## config.mk

```make
export PLATFORM = sky130hd
export DESIGN_NAME = omd_col_store
export DESIGN_NICKNAME = d
export VERILOG_FILES = /design/src/rtl/omd_pkg.sv /design/src/rtl/omd_col_store.sv
export SDC_FILE = /design/constraint.sdc
export NUM_CORES = 2
export LEC_CHECK = 0
export BUFFER_PORTS_ARGS = -buffer_cell sky130_fd_sc_hd__buf_2
export CORE_MARGIN = 5
export CORE_UTILIZATION = 40
export DETAILED_ROUTE_END_ITERATION = 12
export PLACE_DENSITY = 0.6
export REMOVE_ABC_BUFFERS = 1
export SLEW_MARGIN = 30
export SYNTH_ARGS = -nofsm -noshare
export SYNTH_HDL_FRONTEND = slang
export SYNTH_SLANG_ARGS = --single-unit
export TNS_END_PERCENT = 100
```

## constraint.sdc

```tcl
create_clock -name clk -period 51.5 [get_ports clk]
set_clock_uncertainty 0.15 [all_clocks]
set_input_delay 10.3 -clock clk [delete_from_list [all_inputs] [get_ports clk]]
set_output_delay 10.3 -clock clk [all_outputs]
set_load 0.05 [all_outputs]
```

## src/rtl/omd_pkg.sv

```systemverilog
// ----------------------------------------------------------------------------
// omd_pkg
// Shared types, constants and register codes for the obstacle margin
// dilation block.
// ----------------------------------------------------------------------------
package omd_pkg;

  // Frame and window limits
  localparam int MAX_WIDTH   = 1024;
  localparam int MAX_HEIGHT  = 1024;
  localparam int MAX_MARGIN  = 7;
  localparam int QUIET_SAT   = 2 * MAX_MARGIN + 1;
  localparam int DELAY_DEPTH = MAX_MARGIN * (MAX_WIDTH + MAX_MARGIN) + MAX_MARGIN;

  // Field and internal widths
  localparam int PIX_W    = 8;
  localparam int DIM_W    = 11;
  localparam int MARGIN_W = 3;
  localparam int QUIET_W  = $clog2(QUIET_SAT + 1);
  localparam int COL_AW   = $clog2(MAX_WIDTH);
  localparam int DLY_AW   = $clog2(DELAY_DEPTH);
  localparam int DLY_W    = $clog2(DELAY_DEPTH + 1);
  localparam int CFG_IW   = 2;
  localparam int CFG_DW   = 11;

  // Default threshold after reset
  localparam logic [PIX_W-1:0] THRESHOLD_RST = PIX_W'(125);

  // Configuration register indexes
  typedef enum logic [CFG_IW-1:0] {
    CFG_FRAME_WIDTH  = 2'd0,
    CFG_FRAME_HEIGHT = 2'd1,
    CFG_MARGIN       = 2'd2,
    CFG_THRESHOLD    = 2'd3
  } cfg_reg_e;

  // Channel payloads
  typedef struct packed {
    logic [PIX_W-1:0] pixel;
    logic             is_padding;
  } in_item_t;

  typedef struct packed {
    logic [PIX_W-1:0] out_pixel;
    logic             frame_last;
  } out_item_t;

  // Geometry derived from the configuration registers
  typedef struct packed {
    logic [DIM_W-1:0]    w;
    logic [DIM_W-1:0]    h;
    logic [MARGIN_W-1:0] m;
    logic [DIM_W-1:0]    wp;
    logic [DIM_W-1:0]    hp;
    logic [DLY_W-1:0]    dlen;
  } geom_t;

  // Position of the item at the input
  typedef struct packed {
    logic [DIM_W-1:0] r;
    logic [DIM_W-1:0] c;
    logic             in_image;
    logic             has_result;
    logic             frame_start;
    logic             frame_last;
  } pos_t;

endpackage

```

## src/rtl/omd_col_store.sv

```systemverilog
// ----------------------------------------------------------------------------
// omd_col_store
// Per-column quiet counters: one write and one registered read per cycle,
// with a clearing pass after reset that sets every entry to saturated.
// ----------------------------------------------------------------------------
module omd_col_store (
  input  logic                          clk,
  input  logic                          rst_n,
  input  logic                          rd_en,
  input  logic [omd_pkg::COL_AW-1:0]    rd_addr,
  output logic [omd_pkg::QUIET_W-1:0]   rd_data,
  input  logic                          wr_en,
  input  logic [omd_pkg::COL_AW-1:0]    wr_addr,
  input  logic [omd_pkg::QUIET_W-1:0]   wr_data,
  output logic                          busy
);
  import omd_pkg::*;

  logic [QUIET_W-1:0] mem [MAX_WIDTH];
  logic [QUIET_W-1:0] rd_data_r;
  logic [COL_AW:0]    clr_cnt_r;
  logic               we;
  logic [COL_AW-1:0]  wa;
  logic [QUIET_W-1:0] wd;

  assign busy = (clr_cnt_r != (COL_AW+1)'(MAX_WIDTH));

  // Clearing pass walks the columns once after reset
  always_ff @(posedge clk) begin
    if (!rst_n) clr_cnt_r <= '0;
    else if (busy) clr_cnt_r <= clr_cnt_r + (COL_AW+1)'(1);
  end

  // Write port: clearing pass or counter update
  always_comb begin
    if (busy) begin
      we = 1'b1;
      wa = clr_cnt_r[COL_AW-1:0];
      wd = QUIET_W'(QUIET_SAT);
    end else begin
      we = wr_en;
      wa = wr_addr;
      wd = wr_data;
    end
  end

  always_ff @(posedge clk) begin
    if (we) mem[wa] <= wd;
    if (rd_en) rd_data_r <= mem[rd_addr];
  end

  assign rd_data = rd_data_r;

endmodule

```

==> reports/metrics.cfg <==
[power_and_ir_drop]
power.total_uw=6820
p_leak_uw=0.0634
p_per_area_nw_per_um2=37.4
irDropWorstVdd_v=0.0000291

[timing]
tns_ps=0
fin_crit_ps=16270
grt_setup_unrepaired=no
clock.fmax_mhz=61.5
fin_crit_sh_pct=31.6
finalSetupViolations=0
slew_viol_final=0
relSlewSlack_pct=26.3
hold_violations=0
worst_slew_pin_slew_ps=1110

[finish]
layout_commonest_cell=edfxtp_1
regArea_um2=123000
fill_cells=33878
layout.cells.most_common_list=4100 x edfxtp_1, 1061 x nor2_1, 848 x mux4_2
areaGrowthSynthToFinish_pct=12.4
drive_gt1_share_pct=20.5
multi_input_area_um2=36600
final_nets=8509

[logic_synthesis]
yosysTopAreaCellShare_pct=75.9
avgSynthCellArea_um2=19.3
ys_ff_latch=4111
synth-edff-count=4100
ys_seq_area_share_pct=76.0
synthArstFlopShare_pct=0
synth_top_area_cell=edfxtp_1
synth.cell_area_um2=162000
syn_inst=8389
synth.top_cells.by_area=edfxtp_1 76%, mux4_2 12%, mux2i_1 2.7%
synth_cell_types=70
synthFlopType=edfxtp_1
yosys_warnings=0

[floorplan]
die_h_um=647
floorplan.initialDensity_pct=40.2
io_pins=33
core_area_um2=403000
dieArea_um2=418000
rows=233
die_x_um=647

[cts]
cts_tree=yes
clk_pin_slew_ps=60
cts_buffer_depth=4
clk_latency_ps=950
post_cts_buffers=0
cts-root-buf=clkbuf_16
numCtsBuffers=407
cts-resized-gates=0
htreeDepth=5
clock_sinks=4111
ctsHoldBuffers=0

[setup_path]
rr_endpoint=mem[199][3]
rr_worst_depth=10
critPathArrivalTime_ps=16770
critical_path_class=primary input to register
critPathCaptureType=register
rrSetupSlack_ps=45590
critPathRequiredTime_ps=52000
startpoint_type=primary input
worst-path-max-fanout=113
r2r_start=clr_cnt_r[0]

[drt]
antenna_left=0
vias_per_cell=5.95
drc=0
dr_total_vias=84844
drt_first_iter_violations=10510
wire_per_inst_um=32.3
drt-total-wl_mm=460
firstDrtPassIters=5

[global_route]
grt_max_degree=222
grt_pass1_wl_mm=650
grt_usage_pct=21.6
antenna_found_initial=35
grt_pass1_vias=85419
grt.overflow.total=0

[min_path]
hp-start=clr_cnt_r[10]
min_path_cells=2
whs_endpoint=clr_cnt_r[10]
worstHoldPathType=register to register

[flow_run]
drv_cap=0

[placement]
hpwl_mm=276
gp_congestion=0.839
numPortBuffers=32

[run_status]
status=completed

[power by group]
part	internal (uW)	switching, uW
Sequential	3620	1.63
Combinational	78.1	161
Clock	1690	1270
[metal layers]
layer	GRT usage, %	wire, um
met1	29.5	179000
met2	34.7	219000
met3	3.98	42600
met4	8.19	20000
met5	0	47
[cells in the mapped netlist (8+ instances only)]
| cell | count |
|---|---|
| a211o_1 | 13 |
| buf_2 | 67 |
| and2_1 | 20 |
| mux2i_1 | 434 |
| a22oi_1 | 125 |
| clkbuf_1 | 358 |
| edfxtp_1 | 4100 |
| o21a_1 | 11 |
| buf_1 | 50 |
| nor2b_1 | 14 |
| nor4_1 | 15 |
| nand3_1 | 73 |
| buf_4 | 78 |
| or3_1 | 11 |
| a31oi_1 | 14 |
| a221oi_1 | 28 |
| inv_1 | 13 |
| o31ai_1 | 13 |
| a211oi_1 | 26 |
| nor3_1 | 105 |
| buf_6 | 40 |
| o211ai_1 | 10 |
| a22o_1 | 25 |
| a21oi_1 | 158 |
| nand2_1 | 178 |
| mux2_2 | 10 |
| o221ai_1 | 165 |
| o22ai_1 | 105 |
| nand2b_1 | 11 |
| mux4_2 | 848 |
| dfxtp_1 | 11 |
| nand4_1 | 19 |
| o21ai_0 | 71 |
| a2111oi_0 | 8 |
| nor2_1 | 1071 |
[final cells by class]
| class | instances | area share, % |
|---|---|---|
| diodes | 24 | 0.0329 |
| clock buffers | 488 | 5.81 |
| clock inverters | 262 | 1.43 |
| inverters | 15 | 0.0391 |
| multi-input cells | 3669 | 20.1 |
| flip-flops and latches | 4111 | 67.6 |
| well taps | 5405 | 3.71 |
| repair buffers | 275 | 1.29 |
[kinds of logic after synthesis]
kind of cell,synth area share (%)
flops,76.0
buf+inv,1.84
simple gates,3.91
xor+xnor,0.0378
fa+ha+maj,0.0154
mux,14.6
compound gates,3.58
[worst max-delay path: stages]
cell	delay (ps)
buf_8	340
buf_4	550
buf_4	660
buf_4	770
buf_12	550
buf_4	750
mux4_2	410
a22o_1	270
a221oi_1	280
o22ai_1	170
nor3_1	860
a211o_1	390
o211ai_1	120
[worst max path at each step]
| stage | startpoint | end | slack, ps | depth (start not counted) |
|---|---|---|---|---|
| 3_5_place_dp | rd_addr[1] | rd_data[1] | 34370 | 13 |
| 5_1_grt | rd_addr[0] | rd_data[2] | 35070 | 14 |
| 2_1_floorplan | wr_data[0] | mem[0][0] | 24510 | 1 |
| 4_1_cts | rd_addr[1] | rd_data[3] | 35350 | 13 |
| 3_3_place_gp | rd_addr[1] | rd_data[2] | 34220 | 13 |
| 6_report | rd_addr[1] | rd_data[3] | 35230 | 13 |
[state kept, by name, summed over array words and instances (netlist names)]
register	flops
mem	4096
clr_cnt_r	11
rd_data	4
[per-stage QoR]
step / instances / hold WS [ps] / utilization [%] / setup WS (ps) / area, um^2
2_1_floorplan: 7795 / 314 / - / 24510 / 159000
3_3_place_gp: 13456 / 337 / 41.8 / 34220 / 169000
3_5_place_dp: 13474 / 344 / 41.9 / 34370 / 169000
4_1_cts: 14224 / 354 / 45.2 / 35350 / 182000
5_1_grt: 14239 / 377 / 45.2 / 35070 / 182000
6_report: 14249 / 348 / 45.2 / 35230 / 182000
Power figures use the tool's default switching activity.
