File: src/rtl/omd_pkg.sv
// ----------------------------------------------------------------------------
// omd_pkg
// Shared types, constants and register codes for the obstacle margin
// dilation block.
// ----------------------------------------------------------------------------
package omd_pkg;

  // Frame and window limits
  localparam int MAX_WIDTH   = 1024;
  localparam int MAX_HEIGHT  = 1024;
  localparam int MAX_MARGIN  = 7;
  localparam int QUIET_SAT   = 2 * MAX_MARGIN + 1;
  localparam int DELAY_DEPTH = MAX_MARGIN * (MAX_WIDTH + MAX_MARGIN) + MAX_MARGIN;

  // Field and internal widths
  localparam int PIX_W    = 8;
  localparam int DIM_W    = 11;
  localparam int MARGIN_W = 3;
  localparam int QUIET_W  = $clog2(QUIET_SAT + 1);
  localparam int COL_AW   = $clog2(MAX_WIDTH);
  localparam int DLY_AW   = $clog2(DELAY_DEPTH);
  localparam int DLY_W    = $clog2(DELAY_DEPTH + 1);
  localparam int CFG_IW   = 2;
  localparam int CFG_DW   = 11;

  // Default threshold after reset
  localparam logic [PIX_W-1:0] THRESHOLD_RST = PIX_W'(125);

  // Configuration register indexes
  typedef enum logic [CFG_IW-1:0] {
    CFG_FRAME_WIDTH  = 2'd0,
    CFG_FRAME_HEIGHT = 2'd1,
    CFG_MARGIN       = 2'd2,
    CFG_THRESHOLD    = 2'd3
  } cfg_reg_e;

  // Channel payloads
  typedef struct packed {
    logic [PIX_W-1:0] pixel;
    logic             is_padding;
  } in_item_t;

  typedef struct packed {
    logic [PIX_W-1:0] out_pixel;
    logic             frame_last;
  } out_item_t;

  // Geometry derived from the configuration registers
  typedef struct packed {
    logic [DIM_W-1:0]    w;
    logic [DIM_W-1:0]    h;
    logic [MARGIN_W-1:0] m;
    logic [DIM_W-1:0]    wp;
    logic [DIM_W-1:0]    hp;
    logic [DLY_W-1:0]    dlen;
  } geom_t;

  // Position of the item at the input
  typedef struct packed {
    logic [DIM_W-1:0] r;
    logic [DIM_W-1:0] c;
    logic             in_image;
    logic             has_result;
    logic             frame_start;
    logic             frame_last;
  } pos_t;

endpackage

File: src/rtl/omd_pos_track.sv
// ----------------------------------------------------------------------------
// omd_pos_track
// Derives the clamped frame geometry and tracks the padded raster position
// of the stream, advancing by one on every input transfer.
// ----------------------------------------------------------------------------
module omd_pos_track (
  input  logic                          clk,
  input  logic                          rst_n,
  input  logic [omd_pkg::DIM_W-1:0]     frame_width,
  input  logic [omd_pkg::DIM_W-1:0]     frame_height,
  input  logic [omd_pkg::MARGIN_W-1:0]  margin,
  input  logic                          advance,
  output omd_pkg::geom_t                geom,
  output omd_pkg::pos_t                 pos
);
  import omd_pkg::*;

  logic [DIM_W-1:0]    w, h, wp, hp;
  logic [MARGIN_W-1:0] m;
  logic [DIM_W-1:0]    col_r, row_r, col_nxt, row_nxt;
  logic [DIM_W:0]      row_pre, row_inc;
  logic [DIM_W:0]      col_inc;
  logic [DIM_W-1:0]    r, c;

  // Clamp sizes and build the padded geometry
  always_comb begin
    if (frame_width == '0) w = DIM_W'(1);
    else if (frame_width > DIM_W'(MAX_WIDTH)) w = DIM_W'(MAX_WIDTH);
    else w = frame_width;
    if (frame_height == '0) h = DIM_W'(1);
    else if (frame_height > DIM_W'(MAX_HEIGHT)) h = DIM_W'(MAX_HEIGHT);
    else h = frame_height;
    if (margin > MARGIN_W'(MAX_MARGIN)) m = MARGIN_W'(MAX_MARGIN);
    else m = margin;
    wp = w + DIM_W'(m);
    hp = h + DIM_W'(m);
    geom.w    = w;
    geom.h    = h;
    geom.m    = m;
    geom.wp   = wp;
    geom.hp   = hp;
    geom.dlen = DLY_W'(m) * DLY_W'(wp) + DLY_W'(m);
  end

  // Wrap a position left out of range by a geometry change
  always_comb begin
    if (col_r >= wp) begin
      c       = '0;
      row_pre = {1'b0, row_r} + (DIM_W+1)'(1);
    end else begin
      c       = col_r;
      row_pre = {1'b0, row_r};
    end
    if (row_pre >= {1'b0, hp}) r = '0;
    else r = row_pre[DIM_W-1:0];

    pos.r           = r;
    pos.c           = c;
    pos.in_image    = (r < h) && (c < w);
    pos.has_result  = (r >= DIM_W'(m)) && (c >= DIM_W'(m));
    pos.frame_start = (r == '0) && (c == '0);
    pos.frame_last  = (r == hp - DIM_W'(1)) && (c == wp - DIM_W'(1));
  end

  // Step to the next padded position
  always_comb begin
    col_inc = {1'b0, c} + (DIM_W+1)'(1);
    row_inc = {1'b0, r} + (DIM_W+1)'(1);
    if (col_inc >= {1'b0, wp}) begin
      col_nxt = '0;
      if (row_inc >= {1'b0, hp}) row_nxt = '0;
      else row_nxt = row_inc[DIM_W-1:0];
    end else begin
      col_nxt = col_inc[DIM_W-1:0];
      row_nxt = r;
    end
  end

  always_ff @(posedge clk) begin
    if (!rst_n) begin
      col_r <= '0;
      row_r <= '0;
    end else if (advance) begin
      col_r <= col_nxt;
      row_r <= row_nxt;
    end
  end

endmodule

File: config.mk
export PLATFORM = sky130hd
export DESIGN_NAME = omd_pos_track
export DESIGN_NICKNAME = d
export VERILOG_FILES = /design/src/rtl/omd_pkg.sv /design/src/rtl/omd_pos_track.sv
export SDC_FILE = /design/constraint.sdc
export NUM_CORES = 1
export LEC_CHECK = 0
export ABC_AREA = 1
export BUFFER_PORTS_ARGS = -buffer_cell sky130_fd_sc_hd__buf_2
export CORE_MARGIN = 2
export CORE_UTILIZATION = 37
export DETAILED_ROUTE_END_ITERATION = 12
export HOLD_SLACK_MARGIN = 0.12
export PLACE_DENSITY_LB_ADDON = 0.2
export SLEW_MARGIN = 15
export SYNTH_ARGS = -nofsm -noshare
export SYNTH_HDL_FRONTEND = slang
export SYNTH_SLANG_ARGS = --single-unit
File: constraint.sdc
create_clock -name clk -period 7.8 [get_ports clk]
set_clock_uncertainty 0.1 [all_clocks]
set_input_delay 0.39 -clock clk [delete_from_list [all_inputs] [get_ports clk]]
set_output_delay 0.39 -clock clk [all_outputs]
set_load 0.005 [all_outputs]
==> results of run 1 <==
-- sequential cells by signal (all words and copies together) (netlist names) --
signal / cells
col_r: 11
row_r: 11
-- power groups by stage --
stage / Clock, uW / Combinational [uW] / Sequential [uW]
2_1_floorplan: 0 / 290 / 122
3_3_place_gp: 0 / 446 / 124
3_5_place_dp: 0 / 444 / 123
4_1_cts: 149 / 448 / 121
5_1_grt: 151 / 539 / 122
6_report: 146 / 478 / 121
-- repair_timing --
| action | 4_1_cts | 5_1_grt |
|---|---|---|
| resized for setup | 1 | 68 |
| cloned | 0 | 1 |
| setup endpoints to repair | 1 | 15 |
| pin swaps | 0 | 24 |
| buffers inserted | 0 | 10 |
-- worst register-to-register path: cells and delay by family (launching register included) --
family	cells	cell delay (ns)
simple gates	25	2.26
xor+xnor	2	0.36
compound gates	8	1.11
flops	1	0.34
fa+ha+maj	3	0.83
buf+inv	5	0.46
-- layout by cell type (no fill, tap or decap), drive strengths merged --
cell / instances
a22o: 1
buf: 170
clkbuf: 3
xnor2: 3
nor3: 14
a31o: 1
nor4: 9
o41ai: 1
fa: 13
bufinv: 1
nand3: 56
and3: 1
o21ai: 36
o221ai: 5
or2: 6
o21a: 7
a21boi: 4
inv: 177
nand2: 212
clkinv: 2
a31oi: 1
o22ai: 2
o211ai: 3
o22a: 1
nor2: 112
a21oi: 61
a211oi: 4
and2: 2
a21o: 2
nand4: 17
o21bai: 5
xor2: 52
a2111oi: 1
dfxtp: 22
a22oi: 1
ha: 103
-- cells by family (layout without fill, tap and decap cells) --
family	after synthesis	count (layout)	share of synthesized area, %
AND/OR/NAND/NOR	429	429	32.8
XOR/XNOR	55	55	7.93
AO/OA/AOI/OAI	136	136	13.3
adder cells (fa/ha/maj)	116	116	25.5
flip-flops	22	22	7.25
buffers and inverters	198	353	13.1
-- path summary, 6_finish.rpt --
check	start	endpoint
max	frame_width[3]	row_r[8]
min	rst_n	col_r[5]
max reg2reg	col_r[2]	row_r[8]
min reg2reg	col_r[0]	col_r[0]
-- metal layers --
layer	GRT usage (%)	vias up
met1	31.8	3024
li1	-	3398
met4	4.35	0
met5	0	-
met3	2.04	18
met2	36.1	205
-- per-stage QoR --
step | setup TNS [ns] | setup slack, ns
global placement | -1.39 | -0.171
floorplan | 0 | 0.0165
global route | -1.29 | -0.142
detailed placement | -1.48 | -0.193
CTS | 0 | 0.0303
finish | 0 | 0.406
-- layout make-up --
type | instances | area [sq um]
Clock buffer | 3 | 75.1
Tap cell | 216 | 270
Inverter | 179 | 674
Multi-Input combinational cell | 736 | 5070
Fill cell | 1666 | 8360
Sequential cell | 22 | 440
Clock inverter | 1 | 30.0
Timing Repair Buffer | 170 | 1020
==> reports/results.ini, run 1 <==
[status]
status = completed

[logic_synthesis]
synth_commonest_cells = 200 x nand2_1, 166 x inv_1, 103 x ha_1
ys_ff_latch = 22
yosysWarnings = 0
synth_edf_count = 0
syn_nets = 1100
ys_types = 52
yosysMostFrequentCell = nand2_1
yosysSeqAreaShare_pct = 7.25
async_reset_ff_share_pct = 0
syn_inst = 956
avgSynthCellArea_sq_um = 6.35
yosysTopAreaCell = ha_1
synthTopCellsByArea = ha_1 21%, nand2_1 12%, inv_1 10%, xor2_1 7.5%, dfxtp_1 7.3%
synth_top_area_share_pct = 21.2
syn_area_sq_um = 6070
ys.flop_type = dfxtp_1

[global_route]
gr-total-overflow = 0
grt_max_degree = 21
antenna_found_initial = 0
grt_pass1_vias = 6167
grt_usage_pct = 22.2
grt_pass1_wl_mm = 31.8

[placed_design]
gp_congestion = 0.941
place_inst = 1312
dp_hpwl_mm = 16.8
numPortBuffers = 113
dpl_cell_area_sq_um = 7130

[timing]
period_minus_slack_ns = 7.39
tightest_slew_ns = 0.848
fin_crit_sh_pct = 94.8
hold_viol = 0
timing.fmax_ghz = 0.135
slew_headroom_pct = 42.0
setup_viol = 0
drv_slew = 0
holdWs_ns = 0.308

[layout]
drive_gt1_share_pct = 25.3
syn_to_final_growth_pct = 24.8
postLayoutCellArea_sq_um = 7580
final_nets = 1256
final_util_pct = 47.5
final_cells = 1327
num_antenna_cells = 0

[cts]
clk_latency_ns = 0.26
postCtsHoldBufs = 0
htree_levels = 1
clock_path_buffers = 2
clock_sinks = 22
cts_root_buffer = clkbuf_16
cts_tree = built
clk_pin_slew_ns = 0.06
cts-buffers-inserted = 3

[worst_setup_path]
slowest_stage = fa_2
cpMostUsedCell = nand2_1
arrival_ns = 7.46
cp-end-kind = flop
critPathBufInv = 10
r2r_slack_ns = 2.23
crit_family = simple AND/OR/NAND/NOR gates
path_class = in2reg
rr_worst_depth = 43
path_max_fanout = 7
required_ns = 7.87
slowest_delay_ns = 0.36
start_kind = input pin
crit_cells = 56

[power_and_ir_drop]
p_sw_share_pct = 44.1
pwr-share-clk_pct = 19.6
power.leakage_uw = 0.00418
powerDensity_nw_per_um2 = 98.4
p_sw_uw = 328
combPwrFrac_pct = 64.1
sequentialPowerShare_pct = 16.3
max-vdd-ir-drop_mv = 0.0589
p_int_uw = 417
finalPower_uw = 745

[drt]
antenna_left = 0
routed_wl_mm = 20.2
met2_length_mm = 9.36
vias_per_cell = 5.01
firstDrtPassIters = 5
wl_met3_mm = 1.19
drtIter0Drc = 401
routedWlPerCell_um = 15.2
drc = 0
dr_total_vias = 6645
met1_length_mm = 9.36
top_layer_used = met4

[floorplan]
die-area_sq_um = 17500
start_util_pct = 38.1
rows = 46
io_pins = 114
coreArea_sq_um = 15900
die_y_um = 132
die_w_um = 132

[min_path]
hold_class = in2reg
min_path_cells = 2

[flow_run]
maxCapViolCount = 0

No activity file was read; power rests on OpenSTA's default activity.
==> run 2: changes to the inputs <==
CAP_MARGIN = 15   (was default)
CORE_UTILIZATION = 40   (was 37)
==> reports/results.ini, run 2 (synthesized netlist as in run 1, its figures left out) <==
[status]
status = completed

[worst_setup_path]
rr_worst_depth = 45  ; +4.7%
path_max_fanout = 8  ; +1
slowest_stage = nor4_2
critPathLaunch = frame_width[0]
r2r-end = row_r[1]
r2r_slack_ns = 2.21  ; -0.02 ns
cpMostUsedCell = nand2_2
required_ns = 7.31  ; -0.56 ns
path_class = in2out
slowest_delay_ns = 0.41  ; +0.05 ns
start_kind = input pin
endpoint = pos[3]
cp-end-kind = output pin
reg2reg_from = col_r[2]
arrival_ns = 6.85  ; -0.61 ns

[placed_design]
dpl_cell_area_sq_um = 7230  ; +1.4%
gp_congestion = 0.962  ; +2.3%
dp_hpwl_mm = 16.7  ; -0.48%
numPortBuffers = 113  ; unchanged
pre_cts_slack_ns = -0.0252  ; +0.167 ns

[timing]
setup_viol = 0  ; unchanged
period_minus_slack_ns = 7.34  ; -0.0537 ns
tightest_slew_ns = 0.794  ; -0.0545 ns
hold_viol = 0  ; unchanged
slew_headroom_pct = 45.7  ; +3.7 points
fin_ws_ns = 0.460  ; +0.0537 ns
timing.fmax_ghz = 0.136  ; +0.73%
drv_slew = 0  ; unchanged
fin_crit_sh_pct = 94.1  ; -0.69 points

[layout]
num_antenna_cells = 0  ; unchanged
postLayoutCellArea_sq_um = 7690  ; +1.5%
final_util_pct = 51.2  ; +3.7 points
mostFrequentLayoutCell = nand2_1
final_nets = 1277  ; +1.7%
syn_to_final_growth_pct = 26.7
reg_top3 = col_r x11, row_r x11
final_cell_mix = 193 x nand2_1, 163 x inv_1, 113 x buf_2
drive_gt1_share_pct = 26.6  ; +1.3 points

[cts]
clk_pin_slew_ns = 0.06  ; about the same
cts_root_buffer = clkbuf_16
clock_path_buffers = 2  ; unchanged
cts-buffers-inserted = 3  ; unchanged
postCtsHoldBufs = 0  ; unchanged
htree_levels = 1  ; unchanged
clk_latency_ns = 0.26  ; about the same
clock_sinks = 22  ; unchanged
cts_tree = built

[power_and_ir_drop]
p_int_uw = 431  ; +3.4%
sequentialPowerShare_pct = 15.9  ; -0.4 points
combPwrFrac_pct = 65.0  ; +0.9 points
p_sw_share_pct = 43.4  ; -0.67 points
max-vdd-ir-drop_mv = 0.0741  ; +26%
powerDensity_nw_per_um2 = 99.0  ; +0.60%
power.leakage_uw = 0.00428  ; +2.4%
p_sw_uw = 330  ; +0.58%
pwr-share-clk_pct = 19.1  ; -0.5 points

[min_path]
hold_class = in2reg
min_path_cells = 2  ; unchanged

[drt]
vias_per_cell = 5.16  ; +3.0%
firstDrtPassIters = 5  ; unchanged
dr_total_vias = 6809  ; +2.5%
drtIter0Drc = 443  ; +10%
routed_wl_mm = 19.9  ; -1.1%
antenna_left = 0  ; unchanged
drc = 0  ; unchanged
routedWlPerCell_um = 15.1  ; -0.53%

[floorplan]
start_util_pct = 40.4  ; +2.3 points
coreArea_sq_um = 15000  ; -5.7%
die_w_um = 127  ; -3.7%
rows = 45  ; -2.2%
die_y_um = 127  ; -3.7%
die-area_sq_um = 16200  ; -7.3%
io_pins = 114  ; unchanged

[flow_run]
maxCapViolCount = 0  ; unchanged

[global_route]
grt_pass1_wl_mm = 32.0  ; +0.70%
grt_usage_pct = 24.2  ; +2.1 points
grt_max_degree = 21  ; unchanged
gr-total-overflow = 0  ; unchanged
antenna_found_initial = 0  ; unchanged
grt_pass1_vias = 6456  ; +4.7%

==> run 2: cell type report <==
class	count	area (sq um)
Fill cell	1578	7340
Clock inverter	1	30.0
Tap cell	188	235
Timing Repair Buffer	191	1190
Clock buffer	3	75.1
Inverter	179	674
Sequential cell	22	440
Multi-Input combinational cell	736	5050
==> run 2: critical path: cells and delay by family <==
| family | cells | cell delay, ns |
|---|---|---|
| compound gates | 8 | 1.07 |
| buf+inv | 9 | 0.94 |
| fa+ha+maj | 5 | 1.30 |
| simple gates | 27 | 3.13 |
==> run 2: stage by stage <==
step                      power, uW  hold slack (ns)  setup TNS, ns  instances
after detailed placement        578            0.392        -0.0744       1302
after global placement          577            0.374              0       1302
after global routing            826            0.327         -0.445       1320
final                           761            0.320              0       1320
after floorplan                 412            0.359              0        956
after CTS                       725            0.318              0       1306
==> run 2: timing repair <==
item	CTS	global route
gates resized for setup	0	63
endpoints found under the setup margin	0	14
buffers inserted	0	14
==> run 2: power by group through the flow <==
stage               combinational (uW)  clock [uW]  sequential (uW)
floorplan                          290           0              122
global placement                   453           0              124
detailed placement                 454           0              124
CTS                                458         146              121
global route                       553         152              122
finish                             495         145              121
==> run 2: worst min-delay path by stage <==
stage	slack (ns)	startpoint	endpoint
detailed placement	0.39	col_r[0]	col_r[0]
CTS	0.32	rst_n	col_r[5]
global placement	0.37	col_r[0]	col_r[0]
finish	0.32	rst_n	col_r[5]
global route	0.33	rst_n	col_r[5]
floorplan	0.36	col_r[4]	col_r[4]
==> run 2: per-layer routing <==
layer  vias up  share of wire [%]  track usage (%)
met5         -                  0                0
met2       260                 47             42.3
met1      3077                 46             32.6
li1       3442                  -                -
met4         0                1.7             5.17
met3        30                5.5             2.18
==> run 3: changes to the inputs <==
CORE_MARGIN = 3   (was 2)
CORE_UTILIZATION = 37   (was 40)
==> reports/results.ini, run 3 (synthesized netlist as in run 1, its figures left out) <==
[timing]
setup_viol = 0  ; unchanged
hold_viol = 0  ; unchanged
setup_tns_ns = 0  ; unchanged
timing.fmax_ghz = 0.137  ; +0.87%
drv_slew = 0  ; unchanged
tightest_slew_ns = 0.827  ; +0.0332 ns
slew_headroom_pct = 44.8  ; -0.91 points
holdWs_ns = 0.305  ; -0.0149 ns
fin_crit_sh_pct = 93.3  ; -0.82 points
fin_ws_ns = 0.524  ; +0.0637 ns
period_minus_slack_ns = 7.28  ; -0.0637 ns

[global_route]
grt_pass1_vias = 6110  ; -5.4%
antenna_found_initial = 0  ; unchanged
grt_max_degree = 21  ; unchanged
grt_util_met3_pct = 2.03  ; -0.15 points
met1_usage_pct = 32.9  ; +0.24 points
grt_usage_pct = 21.4  ; -2.9 points
gr-max-usage-layer = met1
grt_pass1_wl_mm = 31.6  ; -1.2%
gr-total-overflow = 0  ; unchanged
use_met2_pct = 32.8  ; -9.4 points

[worst_setup_path]
slowest_stage = fa_2
slowest_delay_ns = 0.37  ; -0.04 ns
path_max_fanout = 16  ; +8
path_class = in2reg
required_ns = 7.87  ; +0.56 ns
arrival_ns = 7.35  ; +0.50 ns
reg2reg_from = col_r[2]
cp-end-kind = flop
critPathLaunch = frame_width[0]
cpMostUsedCell = nand2_1
start_kind = input pin

[layout]
num_antenna_cells = 0  ; unchanged
final_util_pct = 47.7  ; -3.4 points
final_cells = 1340  ; +1.5%
reg_top3 = col_r x11, row_r x11
syn_to_final_growth_pct = 25.8
drive_gt1_share_pct = 25.5  ; -1.1 points
fillers = 1755  ; +11%
mostFrequentLayoutCell = nand2_1
final_nets = 1269  ; -0.63%
final_cell_mix = 197 x nand2_1, 163 x inv_1, 114 x buf_2

[status]
status = completed

[placed_design]
place_inst = 1324  ; +1.7%
gp_congestion = 0.941  ; -2.2%
pre_cts_slack_ns = -0.148  ; -0.123 ns
dp_hpwl_mm = 16.8  ; +0.95%
numPortBuffers = 113  ; unchanged

[cts]
cts_tree = built
clock_path_buffers = 2  ; unchanged
cts_root_buffer = clkbuf_16
cts-buffers-inserted = 3  ; unchanged
clk_latency_ns = 0.25  ; about the same
postCtsHoldBufs = 0  ; unchanged
htree_levels = 1  ; unchanged
clock_sinks = 22  ; unchanged
clk_pin_slew_ns = 0.06  ; about the same

[power_and_ir_drop]
power.leakage_uw = 0.00423  ; -1.1%
powerDensity_nw_per_um2 = 95.0  ; -4.0%
max-vdd-ir-drop_mv = 0.0771  ; +4.0%

[flow_run]
maxCapViolCount = 0  ; unchanged

[min_path]
hp-start = rst_n
hold_class = in2reg

[drt]
dr_total_vias = 6606  ; -3.0%
drc = 0  ; unchanged
antenna_left = 0  ; unchanged
routed_wl_mm = 19.9  ; -0.43%
routedWlPerCell_um = 14.8  ; -1.9%
vias_per_cell = 4.93  ; -4.4%
firstDrtPassIters = 5  ; unchanged
drtIter0Drc = 418  ; -5.6%

[floorplan]
die-area_sq_um = 18000  ; +11%
rows = 46  ; +2.2%
die_w_um = 134  ; +5.4%
io_pins = 114  ; unchanged
start_util_pct = 37.9  ; -2.4 points
coreArea_sq_um = 16000  ; +6.4%
die_y_um = 134  ; +5.4%

[run 3: critical path, delay by kind of cell]
kind,cells,cell delay [ns]
and+or+nand+nor,27,3.01
AOI/OAI and AO/OA,10,1.42
buffers and inverters,10,1.06
adders and majority gates,5,1.43
[run 3: path summary, 6_finish.rpt]
| path | end | slack (ns) | depth (start not counted) |
|---|---|---|---|
| worst max-delay path | row_r[10] | 0.52 | 52 |
| worst min-delay path | col_r[5] | 0.30 | 2 |
| worst max register to register | row_r[10] | 2.38 | 40 |
| worst min register to register | row_r[10] | 0.40 | 2 |
[run 3: timing repair]
action,CTS,global route
hold endpoints to repair,0,0
setup endpoints to repair,0,21
resized for setup,0,55
setup buffers,0,11
[run 3: power breakdown]
part | internal (uW) | switching (uW)
Sequential | 116 | 4.51
Combinational | 206 | 278
Clock | 78.3 | 41.8
[run 3: area by class of cell]
cell class,count,area [sq um],share of cell area [%]
clock buffer,4,88.8,1.16
inverter,179,674,8.83
multi-input combinational,736,5050,66.1
sequential,22,440,5.77
tap,216,270,3.54
timing repair buffer,183,1120,14.6
[run 3: layer usage]
| layer | wire length [um] | part of all wire [%] |
|---|---|---|
| met5 | 0 | 0 |
| met4 | 224 | 1.1 |
| met3 | 1250 | 6.3 |
| met2 | 8410 | 42 |
| met1 | 9970 | 50 |
[run 3: stage by stage]
step / cell area [sq um] / power, uW
2_1_floorplan: 6070 / 412
3_3_place_gp: 7230 / 574
3_5_place_dp: 7230 / 576
4_1_cts: 7320 / 700
5_1_grt: 7640 / 796
6_report: 7640 / 725
